`config.mk`:
```
export PLATFORM = sky130hd
export DESIGN_NAME = postfix_stack_evaluator_unit
export DESIGN_NICKNAME = d
export VERILOG_FILES = /design/src/sv/pse_pkg.sv /design/src/sv/pse_ram.sv /design/src/sv/pse_queue.sv /design/src/sv/pse_front.sv /design/src/sv/pse_back.sv /design/src/sv/postfix_stack_evaluator_unit.sv
export SDC_FILE = /design/constraint.sdc
export NUM_CORES = 2
export LEC_CHECK = 0
export BUFFER_PORTS_ARGS = -buffer_cell sky130_fd_sc_hd__buf_2
export CORE_ASPECT_RATIO = 1.1
export CORE_UTILIZATION = 35
export CTS_CLUSTER_DIAMETER = 30
export DETAILED_ROUTE_END_ITERATION = 8
export PLACE_DENSITY = 0.45
export SLEW_MARGIN = 30
export SYNTH_ARGS = -nofsm -noshare
export SYNTH_HDL_FRONTEND = slang
export SYNTH_SLANG_ARGS = --single-unit
```
`constraint.sdc`:
```
create_clock -name clock -period 12.85 [get_ports clock]
set_input_delay 1.9275 -clock clock [delete_from_list [all_inputs] [get_ports clock]]
set_output_delay 1.9275 -clock clock [all_outputs]
set_load 0.05 [all_outputs]
```
`src/sv/pse_pkg.sv`:
```
// ----------------------------------------------------------------------------
// pse_pkg: shared types and constants of the postfix stack evaluator
// Request/response payloads, decoded command format, status codes and the
// symbol decoder used by the front end.
// ----------------------------------------------------------------------------
package pse_pkg;

   localparam logic [7:0] CHAR_ZERO = 8'h30;
   localparam logic [7:0] CHAR_NINE = 8'h39;
   localparam logic [7:0] CHAR_PLUS = 8'h2B;
   localparam logic [7:0] CHAR_MINUS = 8'h2D;
   localparam logic [7:0] CHAR_STAR = 8'h2A;

   localparam logic [1:0] ST_OK = 2'd0;
   localparam logic [1:0] ST_UNDERFLOW = 2'd1;
   localparam logic [1:0] ST_OVERFLOW = 2'd2;
   localparam logic [1:0] ST_EMPTY = 2'd3;

   localparam int CMD_QUEUE_DEPTH = 2;
   localparam int RSP_QUEUE_DEPTH = 2;

   typedef struct packed {
      logic [7:0] symbol;
      logic end_of_expr;
   } req_type;

   typedef struct packed {
      logic signed [31:0] value;
      logic [1:0] status;
   } rsp_type;

   typedef enum logic [2:0] {
      KIND_NOP,
      KIND_PUSH,
      KIND_ADD,
      KIND_SUB,
      KIND_MUL
   } kind_type;

   typedef struct packed {
      kind_type kind;
      logic [3:0] digit;
      logic last;
   } cmd_type;

   typedef struct packed {
      logic go;
      logic last;
      logic [1:0] error;
   } stat_type;

   function automatic cmd_type classify(req_type r);
      cmd_type c;
      c.kind = KIND_NOP;
      c.digit = 4'(r.symbol - CHAR_ZERO);
      c.last = r.end_of_expr;
      if (r.symbol inside {[CHAR_ZERO:CHAR_NINE]}) begin
         c.kind = KIND_PUSH;
      end else begin
         case (r.symbol)
            CHAR_PLUS: c.kind = KIND_ADD;
            CHAR_MINUS: c.kind = KIND_SUB;
            CHAR_STAR: c.kind = KIND_MUL;
            default: c.kind = KIND_NOP;
         endcase
      end
      return c;
   endfunction

endpackage

```
`src/sv/pse_ram.sv`:
```
// ----------------------------------------------------------------------------
// pse_ram: generic single-write, single-read RAM
// One write port, one read port with registered read data (old data on a
// same-address collision).
// ----------------------------------------------------------------------------
module pse_ram #(
   parameter int WIDTH = 32,
   parameter int DEPTH = 16
) (
   input  logic                     clock,
   input  logic                     wr_en,
   input  logic [$clog2(DEPTH)-1:0] wr_addr,
   input  logic [WIDTH-1:0]         wr_data,
   input  logic [$clog2(DEPTH)-1:0] rd_addr,
   output logic [WIDTH-1:0]         rd_data
);

   logic [WIDTH-1:0] mem_ff [DEPTH];
   logic [WIDTH-1:0] rd_data_ff;

   always_ff @(posedge clock) begin
      if (wr_en) begin
         mem_ff[wr_addr] <= wr_data;
      end
      rd_data_ff <= mem_ff[rd_addr];
   end

   assign rd_data = rd_data_ff;

endmodule

```
`src/sv/pse_queue.sv`:
```
// ----------------------------------------------------------------------------
// pse_queue: small register-based FIFO
// Push/full on the write side, pop/empty on the read side; head is shown
// while empty is low.
// ----------------------------------------------------------------------------
module pse_queue #(
   parameter int WIDTH = 8,
   parameter int DEPTH = 2
) (
   input  logic             clock,
   input  logic             reset,
   input  logic             push,
   input  logic [WIDTH-1:0] wdata,
   output logic             full,
   input  logic             pop,
   output logic [WIDTH-1:0] rdata,
   output logic             empty
);

   localparam int AW = (DEPTH > 1) ? $clog2(DEPTH) : 1;
   localparam int CW = $clog2(DEPTH + 1);

   logic [WIDTH-1:0] mem_ff [DEPTH];
   logic [AW-1:0] rd_ptr_ff, rd_ptr_in, wr_ptr_ff, wr_ptr_in;
   logic [CW-1:0] count_ff, count_in;
   logic do_push, do_pop;

   assign full = (count_ff == CW'(DEPTH));
   assign empty = (count_ff == '0);
   assign do_push = push & ~full;
   assign do_pop = pop & ~empty;
   assign rdata = mem_ff[rd_ptr_ff];

   always_comb begin
      wr_ptr_in = wr_ptr_ff;
      rd_ptr_in = rd_ptr_ff;
      if (do_push) begin
         wr_ptr_in = (wr_ptr_ff == AW'(DEPTH - 1)) ? '0 : wr_ptr_ff + 1'b1;
      end
      if (do_pop) begin
         rd_ptr_in = (rd_ptr_ff == AW'(DEPTH - 1)) ? '0 : rd_ptr_ff + 1'b1;
      end
      count_in = count_ff + CW'(do_push) - CW'(do_pop);
   end

   always_ff @(posedge clock) begin
      if (reset) begin
         rd_ptr_ff <= '0;
         wr_ptr_ff <= '0;
         count_ff <= '0;
      end else begin
         rd_ptr_ff <= rd_ptr_in;
         wr_ptr_ff <= wr_ptr_in;
         count_ff <= count_in;
      end
   end

   always_ff @(posedge clock) begin
      if (do_push) begin
         mem_ff[wr_ptr_ff] <= wdata;
      end
   end

endmodule

```
`src/sv/pse_front.sv`:
```
// ----------------------------------------------------------------------------
// pse_front: request intake and symbol decode
// Decodes each request into a stack command and queues it for the back end.
// ----------------------------------------------------------------------------
module pse_front (
   input  logic             clock,
   input  logic             reset,
   input  logic             push,
   input  pse_pkg::req_type req_data,
   output logic             full,
   input  logic             cmd_pop,
   output pse_pkg::cmd_type cmd,
   output logic             cmd_empty
);

   pse_pkg::cmd_type cmd_in;
   logic [$bits(pse_pkg::cmd_type)-1:0] cmd_raw;

   assign cmd_in = pse_pkg::classify(req_data);
   assign cmd = pse_pkg::cmd_type'(cmd_raw);

   pse_queue #(
      .WIDTH($bits(pse_pkg::cmd_type)),
      .DEPTH(pse_pkg::CMD_QUEUE_DEPTH)
   ) u_cmd_queue (
      .clock(clock),
      .reset(reset),
      .push(push),
      .wdata(cmd_in),
      .full(full),
      .pop(cmd_pop),
      .rdata(cmd_raw),
      .empty(cmd_empty)
   );

endmodule

```
`src/sv/pse_back.sv`:
```
// ----------------------------------------------------------------------------
// pse_back: stack execution unit
// Top two operands in registers, deeper entries in RAM with a prefetched
// read of the third entry; results go to a small response queue.
// ----------------------------------------------------------------------------
module pse_back #(
   parameter int STACK_DEPTH = 16,
   parameter int VALUE_WIDTH = 32
) (
   input  logic              clock,
   input  logic              reset,
   input  pse_pkg::cmd_type  cmd,
   input  logic              cmd_empty,
   output logic              cmd_pop,
   output pse_pkg::rsp_type  rsp_data,
   output logic              empty,
   input  logic              pop,
   output pse_pkg::stat_type stat
);

   localparam int CW = $clog2(STACK_DEPTH + 1);
   localparam int AW = $clog2(STACK_DEPTH);

   logic [CW-1:0] count_ff, count_in;
   logic [1:0] err_ff, err_in;
   logic [VALUE_WIDTH-1:0] top_ff, top_in, sec_ff, sec_in;
   logic [VALUE_WIDTH-1:0] below, op_res, mul_res, digit_val;
   logic [VALUE_WIDTH-1:0] ram_rd, byp_data_ff;
   logic bypass_ff, bypass_in;
   logic ram_we;
   logic [AW-1:0] ram_wa, ram_ra;
   logic go, mul_busy, out_full, can_op, stack_full, is_op;
   logic rsp_push;
   pse_pkg::rsp_type rsp_in;
   logic [$bits(pse_pkg::rsp_type)-1:0] rsp_raw;

   assign can_op = (count_ff >= CW'(2));
   assign stack_full = (count_ff == CW'(STACK_DEPTH));
   assign is_op = cmd.kind inside {pse_pkg::KIND_ADD, pse_pkg::KIND_SUB, pse_pkg::KIND_MUL};
   assign go = ~cmd_empty & ~mul_busy & ~(cmd.last & out_full);
   assign cmd_pop = go;
   assign digit_val = VALUE_WIDTH'(cmd.digit);
   assign below = bypass_ff ? byp_data_ff : ram_rd;
   assign ram_wa = AW'(count_ff - CW'(2));

   generate
      if (VALUE_WIDTH > 32) begin : g_mul_split
         logic [63:0] a_wide, b_wide, pll_ff;
         logic [31:0] pmid_ff;
         logic phase_ff, phase_in;

         assign a_wide = 64'(sec_ff);
         assign b_wide = 64'(top_ff);
         assign mul_busy = ~cmd_empty & (cmd.kind == pse_pkg::KIND_MUL) & can_op & ~phase_ff;
         assign mul_res = VALUE_WIDTH'(pll_ff + {pmid_ff, 32'b0});

         always_comb begin
            phase_in = phase_ff;
            if (mul_busy) begin
               phase_in = 1'b1;
            end else if (go) begin
               phase_in = 1'b0;
            end
         end

         always_ff @(posedge clock) begin
            if (reset) begin
               phase_ff <= 1'b0;
            end else begin
               phase_ff <= phase_in;
            end
         end

         always_ff @(posedge clock) begin
            if (mul_busy) begin
               pll_ff <= {32'b0, a_wide[31:0]} * {32'b0, b_wide[31:0]};
               pmid_ff <= a_wide[31:0] * b_wide[63:32] + a_wide[63:32] * b_wide[31:0];
            end
         end
      end else begin : g_mul_direct
         assign mul_busy = 1'b0;
         assign mul_res = sec_ff * top_ff;
      end
   endgenerate

   always_comb begin
      case (cmd.kind)
         pse_pkg::KIND_ADD: op_res = sec_ff + top_ff;
         pse_pkg::KIND_SUB: op_res = sec_ff - top_ff;
         default: op_res = mul_res;
      endcase
   end

   always_comb begin
      count_in = count_ff;
      err_in = err_ff;
      top_in = top_ff;
      sec_in = sec_ff;
      ram_we = 1'b0;
      rsp_push = 1'b0;
      rsp_in = '0;
      if (go) begin
         if (cmd.kind == pse_pkg::KIND_PUSH) begin
            if (stack_full) begin
               if (err_ff == pse_pkg::ST_OK) begin
                  err_in = pse_pkg::ST_OVERFLOW;
               end
            end else begin
               ram_we = can_op;
               sec_in = top_ff;
               top_in = digit_val;
               count_in = count_ff + 1'b1;
            end
         end else if (is_op) begin
            if (!can_op) begin
               if (err_ff == pse_pkg::ST_OK) begin
                  err_in = pse_pkg::ST_UNDERFLOW;
               end
            end else begin
               top_in = op_res;
               sec_in = below;
               count_in = count_ff - 1'b1;
            end
         end
         if (cmd.last) begin
            rsp_push = 1'b1;
            rsp_in.value = (count_in != '0) ? 32'($signed(top_in)) : '0;
            if (err_in != pse_pkg::ST_OK) begin
               rsp_in.status = err_in;
            end else if (count_in == '0) begin
               rsp_in.status = pse_pkg::ST_EMPTY;
            end else begin
               rsp_in.status = pse_pkg::ST_OK;
            end
            count_in = '0;
            err_in = pse_pkg::ST_OK;
         end
      end
      ram_ra = (count_in >= CW'(3)) ? AW'(count_in - CW'(3)) : '0;
      bypass_in = ram_we && (ram_wa == ram_ra);
   end

   always_ff @(posedge clock) begin
      if (reset) begin
         count_ff <= '0;
         err_ff <= pse_pkg::ST_OK;
         bypass_ff <= 1'b0;
      end else begin
         count_ff <= count_in;
         err_ff <= err_in;
         bypass_ff <= bypass_in;
      end
   end

   always_ff @(posedge clock) begin
      top_ff <= top_in;
      sec_ff <= sec_in;
      byp_data_ff <= sec_ff;
   end

   pse_ram #(
      .WIDTH(VALUE_WIDTH),
      .DEPTH(STACK_DEPTH)
   ) u_stack_ram (
      .clock(clock),
      .wr_en(ram_we),
      .wr_addr(ram_wa),
      .wr_data(sec_ff),
      .rd_addr(ram_ra),
      .rd_data(ram_rd)
   );

   pse_queue #(
      .WIDTH($bits(pse_pkg::rsp_type)),
      .DEPTH(pse_pkg::RSP_QUEUE_DEPTH)
   ) u_rsp_queue (
      .clock(clock),
      .reset(reset),
      .push(rsp_push),
      .wdata(rsp_in),
      .full(out_full),
      .pop(pop),
      .rdata(rsp_raw),
      .empty(empty)
   );

   assign rsp_data = pse_pkg::rsp_type'(rsp_raw);

   assign stat.go = go;
   assign stat.last = cmd.last;
   assign stat.error = err_ff;

endmodule

```
`src/sv/postfix_stack_evaluator_unit.sv`:
```
// ----------------------------------------------------------------------------
// postfix_stack_evaluator_unit: postfix expression evaluator
// One ASCII symbol per request; digits push, + - * combine the top two
// operands; the request marked last returns the top value and a status.
//
// channel   ports                      dir  payload
// request   push / full / req_data     in   pse_pkg::req_type
// response  empty / pop / rsp_data     out  pse_pkg::rsp_type
//
// One request per cycle through the execution stage unless it stalls; '*' holds
// the stage for the split multiplier when VALUE_WIDTH exceeds 32.
// A response is queued as its last request executes.
// Synchronous reset empties both queues and the stack; no RAM clear needed.
// Stalls on pop only hold back last-flagged requests once the response
// queue fills.
// ----------------------------------------------------------------------------
module postfix_stack_evaluator_unit #(
   parameter int STACK_DEPTH = 16,
   parameter int VALUE_WIDTH = 32
) (
   input  logic             clock,
   input  logic             reset,
   input  logic             push,
   input  pse_pkg::req_type req_data,
   output logic             full,
   output logic             empty,
   input  logic             pop,
   output pse_pkg::rsp_type rsp_data
);

   pse_pkg::cmd_type cmd;
   logic cmd_empty, cmd_pop;
   pse_pkg::stat_type stat;

   pse_front u_front (
      .clock(clock),
      .reset(reset),
      .push(push),
      .req_data(req_data),
      .full(full),
      .cmd_pop(cmd_pop),
      .cmd(cmd),
      .cmd_empty(cmd_empty)
   );

   pse_back #(
      .STACK_DEPTH(STACK_DEPTH),
      .VALUE_WIDTH(VALUE_WIDTH)
   ) u_back (
      .clock(clock),
      .reset(reset),
      .cmd(cmd),
      .cmd_empty(cmd_empty),
      .cmd_pop(cmd_pop),
      .rsp_data(rsp_data),
      .empty(empty),
      .pop(pop),
      .stat(stat)
   );

   a_reset_idle: assert property (@(posedge clock) reset |=> (empty && !full))
      else $error("queues not empty after reset");

   a_last_clears_error: assert property (@(posedge clock) disable iff (reset)
      (stat.go && stat.last) |=> (stat.error == pse_pkg::ST_OK))
      else $error("error code not cleared after last request");

   a_last_gives_rsp: assert property (@(posedge clock) disable iff (reset)
      (stat.go && stat.last) |=> !empty)
      else $error("no response queued after last request");

   a_empty_value_zero: assert property (@(posedge clock) disable iff (reset)
      (!empty && (rsp_data.status == pse_pkg::ST_EMPTY)) |-> (rsp_data.value == 32'sd0))
      else $error("empty-stack response with non-zero value");

endmodule

```
== Yosys cells after proc, flatten, opt, wreduce, memory -nomap -nowiden ==
Memory sizes are Yosys's and may differ from the RTL's. A register that Yosys moved wholly into a read port is not among the register bits.
Cells that the tools add are included.
Word-level totals
  logic and storage cells: 122
  register bits after elaboration: 112
  latch bits: 0
  bits in writable memories: 596
  memories: 3
  ROM bits: 0
Memories
  u_back.u_stack_ram.mem_ff: words 16, bits a word 32, read ports 1, clocked after Yosys merged registers in 1, wr ports 1, line pse_ram.sv:18  | logic [WIDTH-1:0] mem_ff [DEPTH];
  u_back.u_rsp_queue.mem_ff: words 2, bits a word 34, read ports 1, clocked after Yosys merged registers in 1, wr ports 1, line pse_queue.sv:23  | logic [WIDTH-1:0] mem_ff [DEPTH];
  u_front.u_cmd_queue.mem_ff: words 2, bits a word 8, read ports 1, clocked after Yosys merged registers in 1, wr ports 1, line pse_queue.sv:23
Cells by class
  order comparisons: 4
  div/mod/pow operators: 0
  multiply operators: 1
  reductions and logical operators: 12
  shifts and indexed selects: 0
  bitwise gates (word level): 11
  multiplexer cells: 52
  $add $sub $neg: 15
  eq/ne operators: 12
Operators with widths (count)
  $mux W32: 10
  $mux W34: 2
  $pmux W32 S2: 1
  $mux W5: 7
  $add A32 B32 Y32: 1
  $mul A32 B32 Y32: 1
  $sub A32 B32 Y32: 1
  $eq A8 B6 Y1 const B: 3
  $mux W2: 10
  $mux W1: 19
  $ge A5 B2 Y1 const B: 2
  $pmux W3 S3: 1
  $ge A8 B6 Y1 const B: 1
  $le A8 B6 Y1 const B: 1
  $sub A4 B2 Y4 const B: 2
  $and A1 B1 Y1: 6
  $eq A3 B2 Y1 const B: 2
  $logic_not A2 Y1: 3
  $reduce_bool A2 Y1: 3
  $add A5 B1 Y5 const B: 1
  $eq A5 B5 Y1 const B: 1
  $logic_not A5 Y1: 1
  $not A1 Y1: 5
  $reduce_bool A5 Y1: 1
  15 further kinds: 22

== Longest topological paths before layout ==
  word-level depth: 11
  mapped depth: 29
  mapped depth without buffers: 26

== Hierarchy ==
Synthesis repeated with hierarchy kept, for this count alone.
Unflattened totals
  cells, all modules: 3631
  area, all modules: 46739.8 um^2
By module, submodules not included
  pse_back: cells an instance 2596, area an instance 23318.6 um^2, times used 1
  pse_ram: cells an instance 838, area an instance 19854.0 um^2, times used 1
  pse_queue (u_back.u_rsp_queue): cells an instance 133, area an instance 2683.8 um^2, times used 1
  pse_queue (u_front.u_cmd_queue): cells an instance 52, area an instance 810.8 um^2, times used 1
  pse_front: cells an instance 12, area an instance 72.6 um^2, times used 1

== Least setup slack after synthesis ==
No wires, ideal clock.
  kind: register -> register
  start: register u_back.sec_ff[16]
  end: register u_back.top_ff[30] (data pin)
  required time: 12.591 ns
  setup time: 0.259 ns
  clock period less this slack: 7.508 ns
  path slack: 5.342 ns
  arrival: 7.249 ns
  cell stages (with the launch flop): 26
  buffers on the path: 2
  cells stage by stage: edfxtp_1 -> clkbuf_1 -> and2_1 -> fa_1 -> inv_1 -> fa_1 -> fa_1 -> fa_1 -> inv_1 -> fa_1 -> inv_1 -> fa_1 -> inv_1 -> fa_1 -> fa_1 -> ha_1 -> and3_1 -> clkbuf_1 -> and3_1 -> nand3_1 -> or3_1 -> and4_1 -> a21oi_1 -> nor2_1 -> a211o_1 -> or2_1
Between the ends
  longest elaborated chain between the ends: 5
  elaborated cells between the ends (all ways): 7
  those cells by class: add/sub (2); mul (1); mux (4)
RTL lines
  start, declared: line pse_back.sv:26  | logic [VALUE_WIDTH-1:0] top_ff, top_in, sec_ff, sec_in;
  start signal, assigned: line pse_back.sv:157  | sec_ff <= sec_in;
  $mul A32 B32 Y32, or another cell as far along: line pse_back.sv:82  | assign mul_res = sec_ff * top_ff;
  $pmux W32 S2 (*): line pse_back.sv:87  | case (cmd.kind)
  $mux W32 (*): line pse_back.sv:115  | if (!can_op) begin
  $mux W32 (*): line pse_back.sv:114  | end else if (is_op) begin
  $mux W32 (*): line pse_back.sv:103  | if (cmd.kind == pse_pkg::KIND_PUSH) begin
  end signal, assigned: line pse_back.sv:156  | top_ff <= top_in;
  end, declared: line pse_back.sv:26
Mark *: on every way between the ends. The rest lies on a longest branch, timed or not.
A chain may end at the register's enable or synchronous reset.

==> flow_metrics.py <==
metrics = {
    "floorplanning": {
        "coreArea_mm2": 0.135,
        "ioPinCount": 49,
        "initial_core_util_pct": 35.3,
        "placementRows": 141,
        "die_x_um": 353,
        "die_y_um": 389,
        "die_area_mm2": 0.137,
    },
    "cells_and_area": {
        "final_net_count": 4666,
        "final_common_cell": "edfxtp_1",
        "syn2layout_area_growth_pct": 17.0,
        "layout_common_cells": "edfxtp_1, inv_1, fa_1",
        "diodes": 0,
        "drive_above_1_share_pct": 12.3,
        "n_fill_cell": 12700,
    },
    "timing": {
        "tightest_slew_ps": 1000,
        "maxSlewViolCount": 0,
        "finalSetupViolations": 0,
        "whs_ps": 510,
        "fin_crit_ps": 8520,
        "tns_ps": 0,
        "rsz0062_at_grt": "no",
        "fin_skew_ps": 49.4,
        "final.period_utilization_pct": 66.3,
        "hold_viol": 0,
        "finalWorstSetupSlack_ps": 4330,
        "max_freq_mhz": 117,
        "slew-limit-headroom_pct": 33.3,
    },
    "global_route": {
        "grt-ovfl-total": 0,
        "antenna_found_initial": 4,
        "grt_pass1_wl_um": 228000,
        "grt_usage_pct": 22.8,
        "grt_pass1_vias": 33000,
        "grt_max_degree": 67,
    },
    "yosys": {
        "synth_nets": 4571,
        "synth_edf_count": 660,
        "synth_xor_area_share_pct": 2.84,
        "syn-mean-instance-area_um2": 11.9,
        "synth_top_family_by_area": "adder cells",
        "yosys_warnings": 0,
        "synth_top_cell_area_share_pct": 41.7,
        "muxShareOfSynthArea_pct": 5.95,
        "ys.flop_type": "edfxtp_1",
        "ys_types": 88,
        "yosys.area.top_type": "edfxtp_1",
        "ys_seq_elements": 742,
        "synthesis.area_mm2": 0.0475,
        "synth-adder-area-share_pct": 21.7,
        "synth_async_sr_flop_share_pct": 0,
        "synth_compound_area_share_pct": 8.03,
        "synthCells": 3980,
        "synthSimpleGateAreaFrac_pct": 10.8,
        "ys_seq_area_share_pct": 45.1,
        "synthTopCellsByArea": "edfxtp_1, fa_1, mux2i_1, ha_1, and2_1",
    },
    "drt": {
        "ant_nets": 0,
        "first_iter_violations": 2108,
        "firstDrtPassIters": 5,
        "wire_per_inst_um": 25.8,
        "drcViolationCount": 0,
        "vias": 31200,
        "routed_wirelength_um": 155000,
        "vias_per_cell": 5.20,
    },
    "setup_path": {
        "worst_ep_required_time_ps": 13310,
        "crit_path_start_kind": "flop",
        "end_kind": "flop",
        "crit_type": "flop to flop",
        "critPathMaxFanout": 23,
        "arrival_ps": 8980,
    },
    "clock_network": {
        "numCtsBuffers": 162,
        "path_clk_slew_ps": 40,
        "cts_root_buf": "clkbuf_16",
        "clock-sinks": 742,
        "post_cts_buffers": 0,
        "cts_resized": 0,
        "cts_tree": "yes",
        "insertion_delay_ps": 780,
        "clockBufferDepth": 3,
        "htree_levels": 4,
        "hold_buffers": 0,
    },
    "status": {
        "status": "finished clean",
    },
    "job": {
        "maxCapViolations": 0,
    },
    "placed_design": {
        "place.gp.congestion": 0.810,
        "place_hpwl_um": 98600,
        "io_buffers": 48,
        "post-place-ws_ps": 4410,
    },
    "hold_path": {
        "min_path_type": "flop to flop",
    },
}
-- per-layer routing --
layer  global-route usage, %  share of wire (%)
met5                       0                  0
met4                    5.63                1.8
met3                    2.63                3.8
met2                    40.2                 51
met1                    29.6                 43
-- sequential cells by signal, summed over array words and instances (netlist names), named ones only --
| register | count |
|---|---|
| u_back.u_stack_ram.mem_ff | 512 |
| u_back.count_ff | 5 |
| u_back.byp_data_ff | 32 |
| u_front.u_cmd_queue.wr_ptr_ff | 1 |
| u_front.u_cmd_queue.count_ff | 2 |
| u_front.u_cmd_queue.rd_ptr_ff | 1 |
| u_back.sec_ff | 32 |
| u_back.u_rsp_queue.mem_ff | 68 |
| u_back.u_rsp_queue.count_ff | 2 |
| u_back.u_rsp_queue.rd_ptr_ff | 1 |
| u_back.u_rsp_queue.wr_ptr_ff | 1 |
| u_front.u_cmd_queue.mem_ff | 16 |
| u_back.top_ff | 32 |
| u_back.bypass_ff | 1 |
| u_back.err_ff | 2 |
| u_back.u_stack_ram.rd_data | 32 |
-- path summary, 6_finish.rpt --
path         cells past startpoint                               end                          from  slack, ps
max                             25  u_back.u_rsp_queue.mem_ff[1][29]              u_back.sec_ff[7]       4330
min reg2reg                      2                              flop  u_back.u_rsp_queue.rd_ptr_ff        510
min                              2                              flop  u_back.u_rsp_queue.rd_ptr_ff        510
max reg2reg                     25  u_back.u_rsp_queue.mem_ff[1][29]              u_back.sec_ff[7]       4330
-- synthesized netlist by cell type (17+ instances only) --
cell         n
a31oi_1     24
dfxtp_1     82
o22ai_1     99
and2_1     311
nor2_1     165
nand2b_1    17
xnor2_1    110
nand3_1     27
buf_2       35
o21ai_0     93
and3_1      23
a21oi_1     95
clkbuf_1   174
inv_1      421
o2111ai_1   26
nor3_1      29
a21o_1      30
nand2_1    321
o21a_1      43
mux2i_1    240
nand3b_1    25
nor2b_1     34
fa_1       409
edfxtp_1   660
o221ai_1    31
ha_1       169
mux2_2      36
xor2_1      44
-- cells by family (layout without fill, tap and decap cells) --
group | Yosys count | after routing
DFF | 742 | 742
xor gates and xnor gates | 154 | 154
muxes | 277 | 277
adders and majority gates | 578 | 578
and+or+nand+nor | 1009 | 1009
buffers and inverters | 659 | 888
AOI/OAI and AO/OA | 561 | 561
-- through the flow --
step	cells	area (um^2)	utilization, %
4_1_cts	5996	55600	41.3
6_report	5996	55600	41.3
5_1_grt	5996	55600	41.3
3_3_place_gp	5697	50000	37.2
3_5_place_dp	5698	50000	37.2
2_1_floorplan	3980	47500	-
-- cell type report --
| cell class | instances | area, um^2 | area share [%] |
|---|---|---|---|
| flip-flops and latches | 742 | 21500 | 38.6 |
| clock buffers | 192 | 4240 | 7.62 |
| multi-input cells | 2579 | 23600 | 42.4 |
| inverters | 423 | 1590 | 2.86 |
| well taps | 1787 | 2240 | 4.02 |
| clock inverters | 106 | 1330 | 2.38 |
| repair buffers | 167 | 1150 | 2.07 |
-- critical path, cell delays in order, from the launching register on --
cell and delay, ps:
edfxtp_1 980, buf_4 550, nand2_1 130, fa_1 380, inv_1 70, fa_1 430
fa_1 520, inv_1 50, fa_1 470, inv_1 50, fa_1 490, inv_1 50
fa_1 520, inv_1 50, fa_1 500, fa_1 420, ha_1 360, and3_1 280
a221o_1 360, a22oi_1 180, inv_1 70, a311o_1 320, a21oi_1 190, xnor2_1 100
a222oi_1 520, nor2_1 130
Power is left out: the tool's default activity adds up to more than one toggle a clock period on the data nets, which glitch-free logic cannot reach.
